--- src/hrp_pkg.sv ---
package hrp_pkg;

  // status codes
  localparam logic [2:0] ST_OK          = 3'd0;
  localparam logic [2:0] ST_INCOMPLETE  = 3'd1;
  localparam logic [2:0] ST_BAD_METHOD  = 3'd2;
  localparam logic [2:0] ST_BAD_VERSION = 3'd3;
  localparam logic [2:0] ST_BAD_HEADER  = 3'd4;
  localparam logic [2:0] ST_TOO_LONG    = 3'd5;

  // character constants
  localparam logic [7:0] CH_SP    = 8'h20;
  localparam logic [7:0] CH_CR    = 8'h0D;
  localparam logic [7:0] CH_LF    = 8'h0A;
  localparam logic [7:0] CH_COLON = 8'h3A;
  localparam logic [7:0] CH_SLASH = 8'h2F;
  localparam logic [7:0] CH_DOT   = 8'h2E;
  localparam logic [7:0] CH_ZERO  = 8'h30;
  localparam logic [7:0] CH_NINE  = 8'h39;

  localparam int NUM_TOKENS = 9;
  localparam int OFF_W      = 13;
  localparam int CNT_OUT_W  = 6;
  localparam int TDATA_W    = 104;

  // result queue
  localparam int OQ_DEPTH = 4;
  localparam int OQ_PTR_W = 2;
  localparam int OQ_CNT_W = 3;

  typedef enum logic [3:0] {
    PH_METHOD,
    PH_SP1,
    PH_PATH,
    PH_VER,
    PH_AFTER_MAJOR,
    PH_DOT,
    PH_MINOR_DONE,
    PH_LF1,
    PH_LINE_START,
    PH_LINE_CR,
    PH_NAME,
    PH_VALUE,
    PH_HDR_LF
  } phase_t;

  typedef struct packed {
    logic                 kind;
    logic [2:0]           status;
    logic [3:0]           method;
    logic [3:0]           version_major;
    logic [3:0]           version_minor;
    logic [OFF_W-1:0]     path_offset;
    logic [OFF_W-1:0]     path_length;
    logic [CNT_OUT_W-1:0] header_count;
    logic [OFF_W-1:0]     name_offset;
    logic [OFF_W-1:0]     name_length;
    logic [OFF_W-1:0]     value_offset;
    logic [OFF_W-1:0]     value_length;
  } rec_t;

  // records produced by one byte, header record first
  typedef struct packed {
    logic hdr_push;
    logic fin_push;
    rec_t hdr_rec;
    rec_t fin_rec;
  } push_t;

  typedef struct packed {
    logic [OQ_CNT_W-1:0] count;
    logic                room2;
  } oq_stat_t;

  function automatic logic [2:0] tok_len(input logic [3:0] t);
    logic [2:0] len;
    case (t)
      4'd0:    len = 3'd3;
      4'd1:    len = 3'd4;
      4'd2:    len = 3'd4;
      4'd3:    len = 3'd3;
      4'd4:    len = 3'd6;
      4'd5:    len = 3'd7;
      4'd6:    len = 3'd7;
      4'd7:    len = 3'd5;
      4'd8:    len = 3'd5;
      default: len = 3'd0;
    endcase
    return len;
  endfunction

  function automatic logic [7:0] tok_char(input logic [3:0] t, input logic [2:0] idx);
    logic [55:0] txt;
    case (t)
      4'd0:    txt = {"    ", "TEG"};
      4'd1:    txt = {"   ", "DAEH"};
      4'd2:    txt = {"   ", "TSOP"};
      4'd3:    txt = {"    ", "TUP"};
      4'd4:    txt = {" ", "ETELED"};
      4'd5:    txt = "TCENNOC";
      4'd6:    txt = "SNOITPO";
      4'd7:    txt = {"  ", "ECART"};
      4'd8:    txt = {"  ", "HCTAP"};
      default: txt = '0;
    endcase
    // characters stored reversed, first character in the low byte
    case (idx)
      3'd0:    return txt[7:0];
      3'd1:    return txt[15:8];
      3'd2:    return txt[23:16];
      3'd3:    return txt[31:24];
      3'd4:    return txt[39:32];
      3'd5:    return txt[47:40];
      3'd6:    return txt[55:48];
      default: return 8'h00;
    endcase
  endfunction

  function automatic logic [7:0] ver_char(input logic [2:0] idx);
    logic [7:0] c;
    case (idx)
      3'd0:    c = "H";
      3'd1:    c = "T";
      3'd2:    c = "T";
      3'd3:    c = "P";
      3'd4:    c = CH_SLASH;
      default: c = 8'h00;
    endcase
    return c;
  endfunction

endpackage

--- src/hrp_out_fifo.sv ---
module hrp_out_fifo (
  input  logic              clk,
  input  logic              rst_n,
  input  hrp_pkg::push_t    push,
  input  logic              pop,
  output logic              head_valid,
  output hrp_pkg::rec_t     head_rec,
  output hrp_pkg::oq_stat_t stat
);

  hrp_pkg::rec_t                   mem_r [hrp_pkg::OQ_DEPTH];
  logic [hrp_pkg::OQ_PTR_W-1:0]    wr_ptr_r, wr_ptr_nxt;
  logic [hrp_pkg::OQ_PTR_W-1:0]    rd_ptr_r, rd_ptr_nxt;
  logic [hrp_pkg::OQ_CNT_W-1:0]    cnt_r, cnt_nxt;
  logic [hrp_pkg::OQ_PTR_W-1:0]    fin_ptr;
  logic                            do_pop;

  assign do_pop  = pop && (cnt_r != '0);
  assign fin_ptr = wr_ptr_r + hrp_pkg::OQ_PTR_W'(push.hdr_push);

  always_comb begin
    wr_ptr_nxt = wr_ptr_r + hrp_pkg::OQ_PTR_W'(push.hdr_push)
                          + hrp_pkg::OQ_PTR_W'(push.fin_push);
    rd_ptr_nxt = rd_ptr_r + hrp_pkg::OQ_PTR_W'(do_pop);
    cnt_nxt    = cnt_r + hrp_pkg::OQ_CNT_W'(push.hdr_push)
                       + hrp_pkg::OQ_CNT_W'(push.fin_push)
                       - hrp_pkg::OQ_CNT_W'(do_pop);
  end

  always_ff @(posedge clk) begin
    if (!rst_n) begin
      wr_ptr_r <= '0;
      rd_ptr_r <= '0;
      cnt_r    <= '0;
    end else begin
      wr_ptr_r <= wr_ptr_nxt;
      rd_ptr_r <= rd_ptr_nxt;
      cnt_r    <= cnt_nxt;
    end
  end

  always_ff @(posedge clk) begin
    if (push.hdr_push) begin
      mem_r[wr_ptr_r] <= push.hdr_rec;
    end
    if (push.fin_push) begin
      mem_r[fin_ptr] <= push.fin_rec;
    end
  end

  assign head_valid = (cnt_r != '0);
  assign head_rec   = mem_r[rd_ptr_r];
  assign stat.count = cnt_r;
  assign stat.room2 = (cnt_r <= hrp_pkg::OQ_CNT_W'(hrp_pkg::OQ_DEPTH - 2));

endmodule

--- src/hrp_parse_core.sv ---
module hrp_parse_core #(
  parameter int MAX_HEAD_BYTES = 8192,
  parameter int HEADER_LIMIT   = 32
) (
  input  logic           clk,
  input  logic           rst_n,
  input  logic           go,
  input  logic [7:0]     data_byte,
  input  logic           end_of_buffer,
  output hrp_pkg::push_t push
);

  localparam int POS_W = $clog2(MAX_HEAD_BYTES + 1);
  localparam int HK_W  = $clog2(HEADER_LIMIT + 1);
  localparam int OW    = hrp_pkg::OFF_W;

  hrp_pkg::phase_t    phase_r, phase_nxt;
  logic [2:0]         tok_idx_r, tok_idx_nxt;
  logic [8:0]         cand_r, cand_nxt;
  logic [POS_W-1:0]   pos_r, pos_nxt;
  logic [OW-1:0]      path_start_r, path_start_nxt;
  logic [OW-1:0]      path_len_r, path_len_nxt;
  logic [OW-1:0]      field_start_r, field_start_nxt;
  logic [OW-1:0]      name_len_r, name_len_nxt;
  logic [OW-1:0]      value_start_r, value_start_nxt;
  logic [OW-1:0]      value_len_r, value_len_nxt;
  logic [HK_W-1:0]    hk_r, hk_nxt;
  logic [3:0]         major_r, major_nxt;
  logic [3:0]         minor_r, minor_nxt;
  logic [3:0]         method_r, method_nxt;
  logic               fin_r, fin_nxt;

  logic [OW-1:0]      pos13;
  logic               is_dig;
  logic               hit;
  logic [3:0]         hit_idx;
  logic               st_valid;
  logic [2:0]         st_code;
  logic               end_valid;
  logic [2:0]         end_code;
  logic               hdr_emit;
  logic [2:0]         fin_status;
  logic               fin_emit;

  assign pos13  = OW'(pos_r);
  assign is_dig = (data_byte >= hrp_pkg::CH_ZERO) && (data_byte <= hrp_pkg::CH_NINE);

  // method match: candidates drop out per byte, a full match ends the token
  always_comb begin
    cand_nxt = cand_r;
    hit      = 1'b0;
    hit_idx  = '0;
    for (int t = 0; t < hrp_pkg::NUM_TOKENS; t++) begin
      if (cand_r[t]) begin
        if (tok_idx_r >= hrp_pkg::tok_len(4'(t)) ||
            hrp_pkg::tok_char(4'(t), tok_idx_r) != data_byte) begin
          cand_nxt[t] = 1'b0;
        end else if (tok_idx_r + 3'd1 == hrp_pkg::tok_len(4'(t))) begin
          hit     = 1'b1;
          hit_idx = 4'(t);
        end
      end
    end
  end

  always_comb begin
    phase_nxt       = phase_r;
    tok_idx_nxt     = tok_idx_r;
    pos_nxt         = pos_r;
    path_start_nxt  = path_start_r;
    path_len_nxt    = path_len_r;
    field_start_nxt = field_start_r;
    name_len_nxt    = name_len_r;
    value_start_nxt = value_start_r;
    value_len_nxt   = value_len_r;
    hk_nxt          = hk_r;
    major_nxt       = major_r;
    minor_nxt       = minor_r;
    method_nxt      = method_r;
    fin_nxt         = fin_r;
    st_valid        = 1'b0;
    st_code         = hrp_pkg::ST_OK;
    end_valid       = 1'b0;
    end_code        = hrp_pkg::ST_OK;
    hdr_emit        = 1'b0;
    fin_emit        = 1'b0;
    fin_status      = hrp_pkg::ST_OK;

    if (go && !fin_r) begin
      if (pos_r >= POS_W'(MAX_HEAD_BYTES)) begin
        fin_nxt    = 1'b1;
        fin_emit   = 1'b1;
        fin_status = hrp_pkg::ST_TOO_LONG;
      end else begin
        pos_nxt = pos_r + POS_W'(1);
        case (phase_r)
          hrp_pkg::PH_METHOD: begin
            tok_idx_nxt = tok_idx_r + 3'd1;
            if (hit) begin
              method_nxt = hit_idx;
              phase_nxt  = hrp_pkg::PH_SP1;
              end_valid  = 1'b1;
              end_code   = hrp_pkg::ST_INCOMPLETE;
            end else if (cand_nxt == '0) begin
              st_valid = 1'b1;
              st_code  = hrp_pkg::ST_BAD_METHOD;
            end else begin
              end_valid = 1'b1;
              end_code  = hrp_pkg::ST_BAD_METHOD;
            end
          end
          hrp_pkg::PH_SP1: begin
            if (data_byte == hrp_pkg::CH_SP) begin
              path_start_nxt = pos13 + OW'(1);
              phase_nxt      = hrp_pkg::PH_PATH;
              end_valid      = 1'b1;
              end_code       = hrp_pkg::ST_INCOMPLETE;
            end else begin
              st_valid = 1'b1;
              st_code  = hrp_pkg::ST_INCOMPLETE;
            end
          end
          hrp_pkg::PH_PATH: begin
            end_valid = 1'b1;
            if (data_byte == hrp_pkg::CH_SP) begin
              path_len_nxt = pos13 - path_start_r;
              tok_idx_nxt  = '0;
              phase_nxt    = hrp_pkg::PH_VER;
              end_code     = hrp_pkg::ST_BAD_VERSION;
            end else begin
              end_code = hrp_pkg::ST_INCOMPLETE;
            end
          end
          hrp_pkg::PH_VER: begin
            if (tok_idx_r < 3'd5) begin
              if (hrp_pkg::ver_char(tok_idx_r) != data_byte) begin
                st_valid = 1'b1;
                st_code  = hrp_pkg::ST_BAD_VERSION;
              end else begin
                tok_idx_nxt = tok_idx_r + 3'd1;
                end_valid   = 1'b1;
                end_code    = hrp_pkg::ST_BAD_VERSION;
              end
            end else if (is_dig) begin
              major_nxt = data_byte[3:0];
              phase_nxt = hrp_pkg::PH_AFTER_MAJOR;
              end_valid = 1'b1;
              end_code  = hrp_pkg::ST_INCOMPLETE;
            end else begin
              st_valid = 1'b1;
              st_code  = hrp_pkg::ST_BAD_VERSION;
            end
          end
          hrp_pkg::PH_AFTER_MAJOR: begin
            if (data_byte == hrp_pkg::CH_DOT) begin
              phase_nxt = hrp_pkg::PH_DOT;
              end_valid = 1'b1;
              end_code  = hrp_pkg::ST_BAD_VERSION;
            end else if (data_byte == hrp_pkg::CH_CR) begin
              phase_nxt = hrp_pkg::PH_LF1;
              end_valid = 1'b1;
              end_code  = hrp_pkg::ST_INCOMPLETE;
            end else begin
              st_valid = 1'b1;
              st_code  = hrp_pkg::ST_INCOMPLETE;
            end
          end
          hrp_pkg::PH_DOT: begin
            if (is_dig) begin
              minor_nxt = data_byte[3:0];
              phase_nxt = hrp_pkg::PH_MINOR_DONE;
              end_valid = 1'b1;
              end_code  = hrp_pkg::ST_INCOMPLETE;
            end else begin
              st_valid = 1'b1;
              st_code  = hrp_pkg::ST_BAD_VERSION;
            end
          end
          hrp_pkg::PH_MINOR_DONE: begin
            if (data_byte == hrp_pkg::CH_CR) begin
              phase_nxt = hrp_pkg::PH_LF1;
              end_valid = 1'b1;
              end_code  = hrp_pkg::ST_INCOMPLETE;
            end else begin
              st_valid = 1'b1;
              st_code  = hrp_pkg::ST_INCOMPLETE;
            end
          end
          hrp_pkg::PH_LF1: begin
            if (data_byte == hrp_pkg::CH_LF) begin
              phase_nxt = hrp_pkg::PH_LINE_START;
              end_valid = 1'b1;
              end_code  = hrp_pkg::ST_BAD_HEADER;
            end else begin
              st_valid = 1'b1;
              st_code  = hrp_pkg::ST_INCOMPLETE;
            end
          end
          hrp_pkg::PH_LINE_START, hrp_pkg::PH_LINE_CR, hrp_pkg::PH_NAME: begin
            end_valid = 1'b1;
            end_code  = hrp_pkg::ST_BAD_HEADER;
            if (phase_r == hrp_pkg::PH_LINE_START) begin
              field_start_nxt = pos13;
            end
            if (phase_r == hrp_pkg::PH_LINE_START && data_byte == hrp_pkg::CH_CR) begin
              phase_nxt = hrp_pkg::PH_LINE_CR;
            end else if (phase_r == hrp_pkg::PH_LINE_CR && data_byte == hrp_pkg::CH_LF) begin
              // blank line closes the head
              end_valid = 1'b0;
              st_valid  = 1'b1;
              st_code   = hrp_pkg::ST_OK;
            end else if (data_byte == hrp_pkg::CH_COLON) begin
              // field start is this byte when the line starts with the colon
              name_len_nxt    = pos13 - field_start_nxt;
              value_start_nxt = pos13 + OW'(1);
              phase_nxt       = hrp_pkg::PH_VALUE;
            end else begin
              phase_nxt = hrp_pkg::PH_NAME;
            end
          end
          hrp_pkg::PH_VALUE: begin
            end_valid = 1'b1;
            end_code  = hrp_pkg::ST_BAD_HEADER;
            if (data_byte == hrp_pkg::CH_CR) begin
              value_len_nxt = pos13 - value_start_r;
              phase_nxt     = hrp_pkg::PH_HDR_LF;
            end
          end
          hrp_pkg::PH_HDR_LF: begin
            if (data_byte == hrp_pkg::CH_LF) begin
              if (hk_r < HK_W'(HEADER_LIMIT)) begin
                hk_nxt   = hk_r + HK_W'(1);
                hdr_emit = 1'b1;
              end
              phase_nxt = hrp_pkg::PH_LINE_START;
              end_valid = 1'b1;
              end_code  = hrp_pkg::ST_BAD_HEADER;
            end else begin
              st_valid = 1'b1;
              st_code  = hrp_pkg::ST_BAD_HEADER;
            end
          end
          default: begin
            phase_nxt = hrp_pkg::PH_METHOD;
          end
        endcase

        if (st_valid) begin
          fin_emit   = 1'b1;
          fin_status = st_code;
        end else if (end_valid && end_of_buffer) begin
          fin_emit   = 1'b1;
          fin_status = end_code;
        end
        if (fin_emit) begin
          fin_nxt = 1'b1;
        end
      end
    end
  end

  always_comb begin
    push.hdr_push              = hdr_emit;
    push.fin_push              = fin_emit;
    push.hdr_rec.kind          = 1'b0;
    push.hdr_rec.status        = hrp_pkg::ST_OK;
    push.hdr_rec.method        = method_nxt;
    push.hdr_rec.version_major = major_nxt;
    push.hdr_rec.version_minor = minor_nxt;
    push.hdr_rec.path_offset   = path_start_nxt;
    push.hdr_rec.path_length   = path_len_nxt;
    push.hdr_rec.header_count  = hrp_pkg::CNT_OUT_W'(hk_nxt);
    push.hdr_rec.name_offset   = field_start_r;
    push.hdr_rec.name_length   = name_len_r;
    push.hdr_rec.value_offset  = value_start_r;
    push.hdr_rec.value_length  = value_len_r;
    push.fin_rec               = push.hdr_rec;
    push.fin_rec.kind          = 1'b1;
    push.fin_rec.status        = fin_status;
    push.fin_rec.name_offset   = '0;
    push.fin_rec.name_length   = '0;
    push.fin_rec.value_offset  = '0;
    push.fin_rec.value_length  = '0;
  end

  always_ff @(posedge clk) begin
    if (!rst_n) begin
      phase_r       <= hrp_pkg::PH_METHOD;
      tok_idx_r     <= '0;
      cand_r        <= '1;
      pos_r         <= '0;
      path_start_r  <= '0;
      path_len_r    <= '0;
      field_start_r <= '0;
      name_len_r    <= '0;
      value_start_r <= '0;
      value_len_r   <= '0;
      hk_r          <= '0;
      major_r       <= '0;
      minor_r       <= '0;
      method_r      <= '0;
      fin_r         <= 1'b0;
    end else begin
      phase_r       <= phase_nxt;
      tok_idx_r     <= tok_idx_nxt;
      cand_r        <= (go && !fin_r && phase_r == hrp_pkg::PH_METHOD &&
                        pos_r < POS_W'(MAX_HEAD_BYTES)) ? cand_nxt : cand_r;
      pos_r         <= pos_nxt;
      path_start_r  <= path_start_nxt;
      path_len_r    <= path_len_nxt;
      field_start_r <= field_start_nxt;
      name_len_r    <= name_len_nxt;
      value_start_r <= value_start_nxt;
      value_len_r   <= value_len_nxt;
      hk_r          <= hk_nxt;
      major_r       <= major_nxt;
      minor_r       <= minor_nxt;
      method_r      <= method_nxt;
      fin_r         <= fin_nxt;
    end
  end

endmodule

--- src/http_request_head_parser_top.sv ---
// http/1.x request head parser
// in_* channel: one request byte per beat, in_tlast marks the last byte that
// the buffer currently holds. out_* channel: one beat per result record.
// a header record (out_tlast low) is sent for each header line kept, up to
// HEADER_LIMIT; the final record (out_tlast high) carries status, method,
// version, path position and header count and closes the run. after it,
// further input beats are taken and dropped until reset.
// path: a taken byte waits in the byte register until the result queue has room
// for two more records; it is then parsed and its records enter the queue,
// which drives out_*. throughput: one byte per cycle while the queue has that
// room; each byte only steps the phase machine and its counters. a byte that
// ends a header line while the buffer also ends yields two records, which
// leave on separate output beats. stalls: parsed records wait in a four-entry
// result queue; the byte register keeps taking bytes while the queue has room
// for two more records, so a stalled receiver backs up into in_tready.
// reset: rst_n low at a clock edge empties the queue and the byte register
// and returns the parser to the method phase at byte offset zero.
// a head longer than MAX_HEAD_BYTES ends with status too_long.
module http_request_head_parser_top #(
  parameter int MAX_HEAD_BYTES = 8192,
  parameter int HEADER_LIMIT   = 32
) (
  input  logic                        clk,
  input  logic                        rst_n,
  input  logic                        in_tvalid,
  output logic                        in_tready,
  input  logic [7:0]                  in_tdata,  // [7:0] data_byte
  input  logic                        in_tlast,  // end_of_buffer
  output logic                        out_tvalid,
  input  logic                        out_tready,
  // [2:0] status, [6:3] method, [10:7] version_major, [14:11] version_minor,
  // [27:15] path_offset, [40:28] path_length, [46:41] header_count,
  // [59:47] name_offset, [72:60] name_length, [85:73] value_offset,
  // [98:86] value_length, [103:99] zero
  output logic [hrp_pkg::TDATA_W-1:0] out_tdata,
  output logic                        out_tlast  // kind, high on the final record
);

  // input byte register
  logic              in_v_r;
  logic [7:0]        byte_r;
  logic              last_r;
  logic              fire;

  hrp_pkg::push_t    push;
  hrp_pkg::oq_stat_t oq_stat;
  hrp_pkg::rec_t     head_rec;
  logic              head_valid;

  // parse the held byte once the queue can take both records it may yield
  assign fire      = in_v_r && oq_stat.room2;
  assign in_tready = !in_v_r || fire;

  always_ff @(posedge clk) begin
    if (!rst_n) begin
      in_v_r <= 1'b0;
    end else if (in_tready) begin
      in_v_r <= in_tvalid;
    end
  end

  always_ff @(posedge clk) begin
    if (in_tvalid && in_tready) begin
      byte_r <= in_tdata;
      last_r <= in_tlast;
    end
  end

  hrp_parse_core #(
    .MAX_HEAD_BYTES (MAX_HEAD_BYTES),
    .HEADER_LIMIT   (HEADER_LIMIT)
  ) u_core (
    .clk           (clk),
    .rst_n         (rst_n),
    .go            (fire),
    .data_byte     (byte_r),
    .end_of_buffer (last_r),
    .push          (push)
  );

  hrp_out_fifo u_oq (
    .clk        (clk),
    .rst_n      (rst_n),
    .push       (push),
    .pop        (out_tready),
    .head_valid (head_valid),
    .head_rec   (head_rec),
    .stat       (oq_stat)
  );

  assign out_tvalid = head_valid;
  assign out_tlast  = head_rec.kind;
  assign out_tdata  = {5'b0,
                       head_rec.value_length,
                       head_rec.value_offset,
                       head_rec.name_length,
                       head_rec.name_offset,
                       head_rec.header_count,
                       head_rec.path_length,
                       head_rec.path_offset,
                       head_rec.version_minor,
                       head_rec.version_major,
                       head_rec.method,
                       head_rec.status};

  // queue never overfills
  a_oq_bound: assert property (@(posedge clk) disable iff (!rst_n)
    oq_stat.count <= hrp_pkg::OQ_CNT_W'(hrp_pkg::OQ_DEPTH))
    else $error("result queue overflow");

  // nothing follows the final record
  a_final_last: assert property (@(posedge clk) disable iff (!rst_n)
    out_tvalid && out_tready && out_tlast |=> !out_tvalid)
    else $error("record after final record");

  // header records always carry ok status
  a_hdr_ok: assert property (@(posedge clk) disable iff (!rst_n)
    out_tvalid && !out_tlast |-> out_tdata[2:0] == hrp_pkg::ST_OK)
    else $error("header record with error status");

  // a parse step only runs with room for two records
  a_fire_room: assert property (@(posedge clk) disable iff (!rst_n)
    push.hdr_push || push.fin_push |-> fire && oq_stat.room2)
    else $error("record pushed without a parse step");

endmodule
--- config.mk ---
export PLATFORM = sky130hd
export DESIGN_NAME = http_request_head_parser_top
export DESIGN_NICKNAME = d
export VERILOG_FILES = /design/src/hrp_pkg.sv /design/src/hrp_out_fifo.sv /design/src/hrp_parse_core.sv /design/src/http_request_head_parser_top.sv
export SDC_FILE = /design/constraint.sdc
export NUM_CORES = 1
export LEC_CHECK = 0
export BUFFER_PORTS_ARGS = -buffer_cell sky130_fd_sc_hd__buf_4
export CORE_MARGIN = 10
export CORE_UTILIZATION = 40
export DETAILED_ROUTE_END_ITERATION = 10
export GPL_ROUTABILITY_DRIVEN = 0
export HOLD_SLACK_MARGIN = 0.05
export SETUP_SLACK_MARGIN = 0.5
export SKIP_LAST_GASP = 1
export SLEW_MARGIN = 20
export SYNTH_ARGS = -nofsm -noshare
export SYNTH_HDL_FRONTEND = slang
export SYNTH_HIERARCHICAL = 1
export SYNTH_SLANG_ARGS = --single-unit
export TNS_END_PERCENT = 50
--- constraint.sdc ---
create_clock -name clk -period 22.7 [get_ports clk]
set_input_delay 3.405 -clock clk [delete_from_list [all_inputs] [get_ports clk]]
set_output_delay 3.405 -clock clk [all_outputs]
set_load 0.1 [all_outputs]
Word-level counts from Yosys, hierarchy flattened
Memory sizes are Yosys's and may differ from the RTL's. A register that Yosys moved wholly into a read port is not among the register bits. Index checks and enable logic that the tools add are counted.

Output and inout port bits: 107. Register bits after elaboration: 144. Memories: 1. Memory bits (writable): 400. Input bits: 13. Logic and storage cells: 393.

Bitwise logic cells: 3. Equal/unequal tests: 53. Magnitude comparators: 16. Muxes and demuxes: 239. Reductions and logical operators: 47. Add/subtract/negate cells: 13.

Memories: u_oq.mem_r (words 4, bits a word 100, rd ports 1, clocked after memory_dff 1, wr ports 2, RTL line hrp_out_fifo.sv:11) `hrp_pkg::rec_t mem_r [hrp_pkg::OQ_DEPTH];`.

Operators by type and width (number): $mux W4 (48); $mux W13 (12); $pmux W7 S5 (4); $mux W3 (42); $pmux W7 S6 (3); $mux W8 (13); $mux W1 (96); $pmux W7 S4 (3); $ne A8 B8 Y1 (10); $pmux W4 S10 (1); $sub A13 B13 Y13 (3); $mux W6 (5); $eq A3 B3 Y1 (9); $ge A3 B3 Y1 (9); $pmux W3 S9 (1); $eq A8 B6 Y1 const B (3); $pmux W3 S8 (1); $eq A4 B4 Y1 const B (5); $eq A4 B3 Y1 const B (4); $eq A8 B4 Y1 const B (2); $ne A2 B1 Y1 const B (8); $add A14 B1 Y14 const B (1); $ge A14 B14 Y1 const B (1); $lt A14 B14 Y1 const B (1); 39 further kinds (86).

Logic depth before layout (Yosys ltp)
Depth after elaboration: 49. Gate-level depth with buffers: 21. Depth with buffers taken out: 15.

Hierarchy
Netlist, hierarchy kept.

By module, submodules not included: hrp_out_fifo (cells an instance 1011, sequential area each 12151.7 um^2, area each 19667.6 um^2, times used 1); hrp_parse_core (cells an instance 1217, sequential area each 2542.4 um^2, area each 9476.6 um^2, times used 1); http_request_head_parser_top (cells an instance 21, sequential area each 290.3 um^2, area each 376.6 um^2, times used 1).

Worst setup path before layout
Ideal clock, no wire load.

Path type: register -> register. From: reg u_oq/cnt_r[1] (netlist bit). To: mem u_oq/mem_r[0][0] (netlist bit) (enable). Setup time: 0.710 ns. Cell stages (with the launch flop): 13. Clock period less this slack: 10.353 ns. Data required time: 21.990 ns. Setup slack: 12.347 ns. Arrival time: 9.643 ns. Buffers on the path: 2. Cell sequence: dfxtp_1 > inv_1 > ha_1 > a21o_1 > and2_2 > nand2b_1 > clkbuf_1 > nor2_1 > nand4_1 > nor3_1 > buf_4 > inv_1 > o32ai_1.

RTL lines: start, declared (RTL line hrp_out_fifo.sv:14) `logic [hrp_pkg::OQ_CNT_W-1:0] cnt_r, cnt_nxt;`; start signal, assigned (RTL line hrp_out_fifo.sv:38) `cnt_r <= cnt_nxt;`; end, declared (RTL line hrp_out_fifo.sv:11).

==> metrics.txt <==
Root Driver=clkbuf_16; Final setup viols=0; number of port buffers=between 100 and 150; clk_lat worst skew=0.64 ns; leakage=roughly 11 nW; FILL cells=6610; most common cell in the synthesized netlist=edfxtp_1; Cell Area, Synth=29520 um2; H-tree levels=2; Pwr per Cell Area=104.0 nW/um2; DR iter-0 viols=1469; Fin Clk Skew=0.02977 ns; Sequential Power Share=35.1%; NetSw=1.375 mW; register area share after synthesis=50.76%; GRT Overall Usage=about 17%; CTS Buffer Depth=3; Worst Setup Path Type=register to register; register area=14990 um2; minimum clock period=around 7 ns; WP data arrival=between 7 and 8 ns; outcome=complete, no violations; # resized after CTS=0; sw frac=40.79%; CP top delay family=simple AND/OR/NAND/NOR gates; layout cells sized above 1=32.54%; min-delay worst type=register to register; critical path's slowest cell=buf_4; DR pass1 iterations=6; Cell Chain, Critical Path=buf_4, inv_1, ha_1, nor4_1, a211oi_2, xnor2_1, and4b_1, or4_1, nor4_2, a31oi_1, a21oi_1, nand2_1, nor2_4, buf_4, buf_4, mux2_2; Worst Setup End Kind=register; Tcrit/Tclk final=30.99%; final-report max-slew violation count=0; Post-Syn Instances=2249; Inst Count DP=3159; Most used DFF post-synth=edfxtp_1; setup ws final=15.67 ns; final core utilization=approximately 44%; critical path launch point type=register; Post-DRT Antenna Nets=0; Hold Buf Count CTS=0; CTS tree=done; clk slew on worst S/H paths=0.06 ns; antenna violations before repair=0; part of the power in combinational logic=37.3%; Critical Path RT=approximately 23 ns; pin count of the biggest net entering global routing=just under 70; CTS sink cnt=544; Die Area=85070 um2; Netlist cell types=94; CP peak stage delay=0.89 ns; Peak VDD IR=73.84 uV; fmax=142.2 MHz; HPWL after DPL=44470 um; Area Overhead vs Synth=9.761%; Int Pwr=1.996 mW; Clk network pwr share=27.6%; first-pass GRT wire length=111100 um; Vias per Instance=5.480; Slew headroom=26.95%; vias=17920; Worst Path Buf+Inv=4; Synth Warn #=6; core box area=73080 um2; routed length per instance=approximately 22 um; synth top area cells=edfxtp_1 (42%), mux2_2 (15%), dfxtp_1 (9.2%); max cap viols=0; final hold violation count=0; setup bufs post-CTS=0; final setup TNS=0 ns; most frequent cells after synthesis=edfxtp_1 (409), mux2_2 (390), dfxtp_1 (135); chip height=291.7 um; Post-synth EDFFs=between 400 and 500; die width=291.7 um; Async S/R FF share, synth=0%; number of buffers created by CTS=58; post-placement worst setup slack=around 16 ns; Yosys reg bits=about 540; share of the synthesized area in the top cell type=41.60%; multi-input combinational cell area=13050 um2; fin cells=3270; Design Area, Final=approximately 32000 um2; DP Area=30500 um2; CP Max Fanout=57; I/O pin total=120; Antenna Cells=0; unrepaired setup endpoints after global routing=no; Final nets=2329; worst slew pin tran=1.096 ns; Routed WL=around 72000 um; grt total ovfl=0; row cnt=roughly 100; Crit path top cell by count=buf_4; DRC=0; largest area contributor in the netlist=edfxtp_1; Synth Area per Inst=13.13 um2; vias in the first global route=18400; Initial Util=40.39%
## worst paths after layout
check                                                      start                             to  slack [ns]  depth (start not counted)
worst max-delay path            u_core/tok_idx_r[2]$_SDFFE_PN0P_    u_oq/mem_r[3][58]$_DFFE_PP_       15.67                         16
worst min-delay path               u_core/cand_r[7]$_SDFFE_PN1P_  u_core/cand_r[7]$_SDFFE_PN1P_        0.46                          1
worst max register to register  u_core/tok_idx_r[2]$_SDFFE_PN0P_    u_oq/mem_r[3][58]$_DFFE_PP_       15.67                         16
worst min register to register     u_core/cand_r[7]$_SDFFE_PN1P_  u_core/cand_r[7]$_SDFFE_PN1P_        0.46                          1
## cells by family after synthesis
group / count (synthesis) / share of synthesized area, %
fa+ha+maj: 55 / 2.458
mux: 533 / 24.06
other cells: 3 / 0.03814
buf+inv: 303 / 6.103
flops: 544 / 50.76
simple gates: 465 / 8.180
compound gates: 281 / 6.451
xor+xnor: 65 / 1.954
## state kept, by name, summed over array words and instances (netlist names), 6 cells and up
| name | count |
|---|---|
| u_core/value_len_r | 13 |
| u_core/hk_r | 6 |
| u_core/name_len_r | 13 |
| byte_r | 8 |
| u_oq/mem_r | 400 |
| u_core/cand_r | 9 |
| u_core/path_start_r | 13 |
| u_core/field_start_r | 13 |
| u_core/path_len_r | 13 |
| u_core/pos_r | 14 |
| u_core/value_start_r | 13 |
## power by group through the flow
stage / registers (mW) / clock network [mW] / logic [mW]
final: 1.18 / 0.931 / 1.26
after global routing: 1.19 / 0.994 / 1.31
after detailed placement: 1.21 / 0 / 1.27
after floorplan: 1.18 / 0 / 1.03
after global placement: 1.20 / 0 / 1.27
after CTS: 1.18 / 0.956 / 1.27
## final cells by class
| class | instances | area share [%] |
|---|---|---|
| flip-flops and latches | 544 | 46.27 |
| multi-input cells | 1461 | 40.27 |
| clock buffers | 81 | 5.058 |
| well taps | 959 | 3.703 |
| repair buffers | 142 | 3.352 |
| clock inverters | 29 | 0.7260 |
| inverters | 54 | 0.6256 |
## worst reg2reg max path, delay by kind of cell (launching register included)
kind | cells | cell delay, ns
simple gates | 6 | 2.43
buf+inv | 4 | 2.07
fa+ha+maj | 1 | 0.54
compound gates | 3 | 0.78
flops | 1 | 0.31
xor+xnor | 1 | 0.17
mux | 1 | 0.50
## placed cells by master, fill, tap and decap left out, types with 6 or more instances in the layout
cell and count:
a211o_1 7, a211oi_1 35, a21boi_0 6, a21o_1 11
a21oi_1 55, a32oi_1 6, and2_1 55, and3_1 11
buf_4 141, clkbuf_1 14, clkbuf_16 59, clkbuf_8 8
clkinv_1 11, clkinv_2 10, conb_1 62, dfxtp_1 133
edfxtp_1 409, ha_1 50, inv_1 51, mux2_1 22
mux2_2 390, mux2i_1 21, mux4_2 100, nand2_1 106
nand2b_1 13, nand3_1 39, nand3b_1 10, nand4_1 13
nor2_1 89, nor2b_1 19, nor3_1 42, o211ai_1 7
o21a_1 12, o21ai_0 67, o31ai_1 10, or3_1 19
or4_1 6, xnor2_1 33, xor2_1 31
## stage by stage
step / power (mW) / hold WS (ns)
floorplan: 2.211 / 0.4267
global placement: 2.474 / 0.4479
detailed placement: 2.477 / 0.4525
CTS: 3.415 / 0.4651
global route: 3.496 / 0.4929
finish: 3.371 / 0.4614
## metal layers
layer	up-vias	share of wire, %	global-route usage, %
met5	-	0	0
met3	146	4.7	2.686
li1	8399	-	-
met1	8872	43	21.08
met2	501	48	28.58
met4	0	3.5	5.608
(Power assumes the default switching activity.)
